**config.mk**
```make
export PLATFORM = sky130hd
export DESIGN_NAME = ivs_cell
export DESIGN_NICKNAME = d
export VERILOG_FILES = /design/src/rtl/core/ivs_pkg.sv /design/src/rtl/core/ivs_cell.sv
export SDC_FILE = /design/constraint.sdc
export NUM_CORES = 1
export LEC_CHECK = 0
export BUFFER_PORTS_ARGS = -buffer_cell sky130_fd_sc_hd__buf_2
export CAP_MARGIN = 10
export CORE_UTILIZATION = 45
export DETAILED_ROUTE_END_ITERATION = 7
export GPL_TIMING_DRIVEN = 0
export HOLD_SLACK_MARGIN = 0.15
export PLACE_DENSITY = 0.83
export SKIP_LAST_GASP = 1
export SLEW_MARGIN = 25
export SYNTH_ARGS = -nofsm -noshare
export SYNTH_HDL_FRONTEND = slang
export SYNTH_SLANG_ARGS = --single-unit
```
**constraint.sdc**
```tcl
create_clock -name clk -period 5.3 [get_ports clk]
set_clock_uncertainty 0.2 [all_clocks]
set_input_delay 1.06 -clock clk [delete_from_list [all_inputs] [get_ports clk]]
set_output_delay 1.06 -clock clk [all_outputs]
set_load 0.03 [all_outputs]
```
**src/rtl/core/ivs_pkg.sv**
```systemverilog
package ivs_pkg;

  localparam int DEPTH      = 64;
  localparam int WORD_BITS  = 32;
  localparam int IDX_BITS   = $clog2(DEPTH);
  localparam int COUNT_BITS = 7;
  localparam int ITER_BITS  = 8;

  typedef enum logic [3:0] {
    OP_PUSH       = 4'd0,
    OP_INSERT     = 4'd1,
    OP_POP        = 4'd2,
    OP_REMOVE     = 4'd3,
    OP_SET        = 4'd4,
    OP_GET        = 4'd5,
    OP_TRUNCATE   = 4'd6,
    OP_ITER_FRONT = 4'd7,
    OP_ITER_BACK  = 4'd8,
    OP_NEXT       = 4'd9,
    OP_REV_NEXT   = 4'd10
  } ivs_op_t;

  typedef struct packed {
    logic [3:0]            operation;
    logic [COUNT_BITS-1:0] position;
    logic [WORD_BITS-1:0]  data_word;
  } ivs_req_t;

  typedef struct packed {
    logic                  success;
    logic [WORD_BITS-1:0]  read_word;
    logic [COUNT_BITS-1:0] element_count;
  } ivs_rsp_t;

  // control broadcast to every cell of the chain
  typedef struct packed {
    logic                 ins;
    logic                 rem;
    logic                 wr;
    logic [IDX_BITS-1:0]  pos;
    logic [IDX_BITS-1:0]  rd_pos;
    logic [WORD_BITS-1:0] data;
  } ivs_cell_ctl_t;

endpackage

```
**src/rtl/core/ivs_cell.sv**
```systemverilog
module ivs_cell (
  input  logic                          clk,
  input  logic [ivs_pkg::IDX_BITS-1:0]  index,
  input  ivs_pkg::ivs_cell_ctl_t        ctl,
  input  logic [ivs_pkg::WORD_BITS-1:0] prev_word,
  input  logic [ivs_pkg::WORD_BITS-1:0] next_word,
  output logic [ivs_pkg::WORD_BITS-1:0] word,
  output logic [ivs_pkg::WORD_BITS-1:0] tap
);
  import ivs_pkg::*;

  logic [WORD_BITS-1:0] word_next;

  always_comb begin
    word_next = word;
    if (ctl.ins) begin
      // cells above the insert point take their lower neighbor
      if (index > ctl.pos) begin
        word_next = prev_word;
      end else if (index == ctl.pos) begin
        word_next = ctl.data;
      end
    end else if (ctl.rem) begin
      if (index >= ctl.pos) begin
        word_next = next_word;
      end
    end else if (ctl.wr && index == ctl.pos) begin
      word_next = ctl.data;
    end
  end

  always_ff @(posedge clk) begin
    word <= word_next;
  end

  assign tap = (index == ctl.rd_pos) ? word : '0;

endmodule

```
==> results by group <==
CTS
  – Clock root buffer: clkbuf_8
  – Post-CTS setup buffers: 0
  – PostCTS Resize Cnt: 0
  – CTS tree: built
  – Num CTS Buffers: 5
  – Clk buf depth: 2
  – Htree depth: 2
  – Hold Buf Count CTS: 0
  – Clock-pin slew on the worst setup and hold paths: roughly 0.060 ns
  – Clk sinks: 32

Logic synthesis
  – Syn Area/Cell: 9.33 sq um
  – Synth warn: 0
  – Post-synth design cell area: 3050 sq um
  – Register area share after synthesis: between 30% and 40%
  – FFs w/ async S/R, synth: 0%
  – Distinct cells, synth: 31
  – Count leader, synth: nor3_1
  – Area share of the leading cell type in the synthesized netlist: 31.5%
  – Mapped Cells: about 330
  – Flops & latches, synth: 32
  – Area contributors post-synth: edfxtp_1 (31%), mux2_2 (12%), nor3_1 (11%)
  – Cell taking the most area after synthesis: edfxtp_1
  – Number of synthesized flops with an enable pin: 32
  – Net count after synthesis: around 450
  – Synth Flop Type: edfxtp_1

Detailed routing
  – WL final: 9740 microns
  – Vias: approximately 3300
  – 1st-iter DRT viols: 171
  – Average routed wire per standard cell: 16.4 microns
  – Vias per Instance: roughly 5.6
  – Antenna violation net count after detailed routing: 0
  – Drt pass-1 iters: 8
  – Drt drc: 13

Timing
  – Setup TNS: 0 ns
  – Tcrit/Tclk final: 75.3%
  – RSZ-0062 raised after global routing: no
  – Max-slew headroom: roughly 62%
  – Final Hold Viols: 0
  – Slew Viols, Final: 0
  – Maximum clock rate: ~0.25 GHz
  – Worst slew pin tran: 0.567 ns
  – Final setup fails: 0
  – Final min period: 3.99 ns

Outcome
  – Outcome: complete, but fails checks
  – Failing checks: design-rule violations

Hold path
  – Hold Path Class: input port to flip-flop

Power
  – VDD IR-drop max: around 0.10 mV
  – Static leakage: approximately 1.8 nW
  – PwrDens: around 220 nW/um^2

Floorplan
  – Rows: 29
  – Die X: 84.4 microns
  – Core ar.: 6460 sq um
  – Die area: 7110 sq um
  – Io pins: ~180
  – Initial Util: 47.2%
  – Die height: 84.4 microns

Placed design
  – Final HPWL DP: ~7600 microns
  – Port-buffer cells: 180
  – Placed cell count: roughly 590
  – Gpl congestion: roughly 0.92

Critical path
  – Worst EP required: 4.04 ns
  – Crit-path max FO: 10
  – Worst Path Arrival: 2.73 ns
  – Worst Setup End Kind: output pin
  – Setup Crit Path Kind: input port to output pin
  – Crit start category: input port

GRT
  – Initial antenna violation count: 0
  – Vias in the first global route: around 3200
  – Largest net degree at the start of global routing: 20
  – Total GRT Usage: 27.1%
  – Total grt overflow: 0
  – First-pass GRT wire length: ~15000 microns

Final layout
  – P&R area growth vs syn: 36.7%
  – Fin cells: 593
  – Final Util: 64.6%
  – Area of the multi-input gates: 1890 sq um
  – Filler cell count: 562
  – Largest reg by FF count: word
  – N_diodes: 0
  – FF+latch area: 961 sq um
  – Largest register FFs: 32
  – Layout cell share with drive strength beyond 1: between 40% and 50%
  – Top Registers: word: 32 flops
  – Final #Nets: approximately 640

Job
  – Max cap viols: 0
path summary, 6_finish.rpt:
check | start | depth (start not counted) | slack, ns | end
max | ctl[34] | 7 | 1.31 | tap[16]
min | prev_word[13] | 3 | 0.99 | word[13]
area by class of cell:
cell class                      instances  share of cell area (%)
Inverter                                7                   0.630
Clock inverter                          1                  0.0900
Tap cell                               77                    2.31
Buffer                                 36                    4.50
Sequential cell                        32                    23.0
Clock buffer                            7                    1.83
Timing Repair Buffer                  181                    22.3
Multi-Input combinational cell        252                    45.4
placed cells by master (no fill, tap or decap), drive strengths merged, types with 4 or more instances in the layout:
cell type and n:
a2111oi 32, and2 32, buf 199, clkbuf 25, edfxtp 32, ha 6, inv 7, mux2 32
nand2b 32, nor3 65, o22ai 32, xnor2 4
worst max-delay path, cell delays in order:
cell,delay (ns)
buf_2,0.10
xnor2_1,0.18
nand4_1,0.12
nor3_1,0.46
clkbuf_1,0.41
and2_1,0.19
buf_2,0.19
layer usage:
layer / GRT usage [%] / share of wire [%]
met1: 32.8 / 41
met2: 49.9 / 51
met3: 4.03 / 6.3
met4: 8.01 / 1.9
met5: 0 / 0
kinds of logic (layout without fill, tap and decap cells):
family | after synthesis | after routing | share of synthesized area (%)
compound gates | 72 | 72 | 20.3
xor+xnor | 6 | 6 | 1.72
fa+ha+maj | 6 | 6 | 2.46
buf+inv | 43 | 232 | 7.01
flops | 32 | 32 | 31.5
mux | 32 | 32 | 11.8
simple gates | 136 | 136 | 25.3
per-stage QoR:
step	hold WS, ns	power [mW]	cell area, sq um	setup WS (ns)
floorplan	1.17	0.602	3050	0.882
global placement	1.28	0.721	4050	-0.0624
detailed placement	1.28	0.736	4090	1.23
CTS	0.986	0.913	4170	1.22
global route	0.990	0.953	4170	1.03
finish	0.991	0.912	4170	1.31
power by group:
group          switching (mW)  internal (mW)
logic                   0.234          0.144
registers              0.0193          0.336
clock network          0.0878         0.0913
No activity file was read; power rests on OpenSTA's default activity.
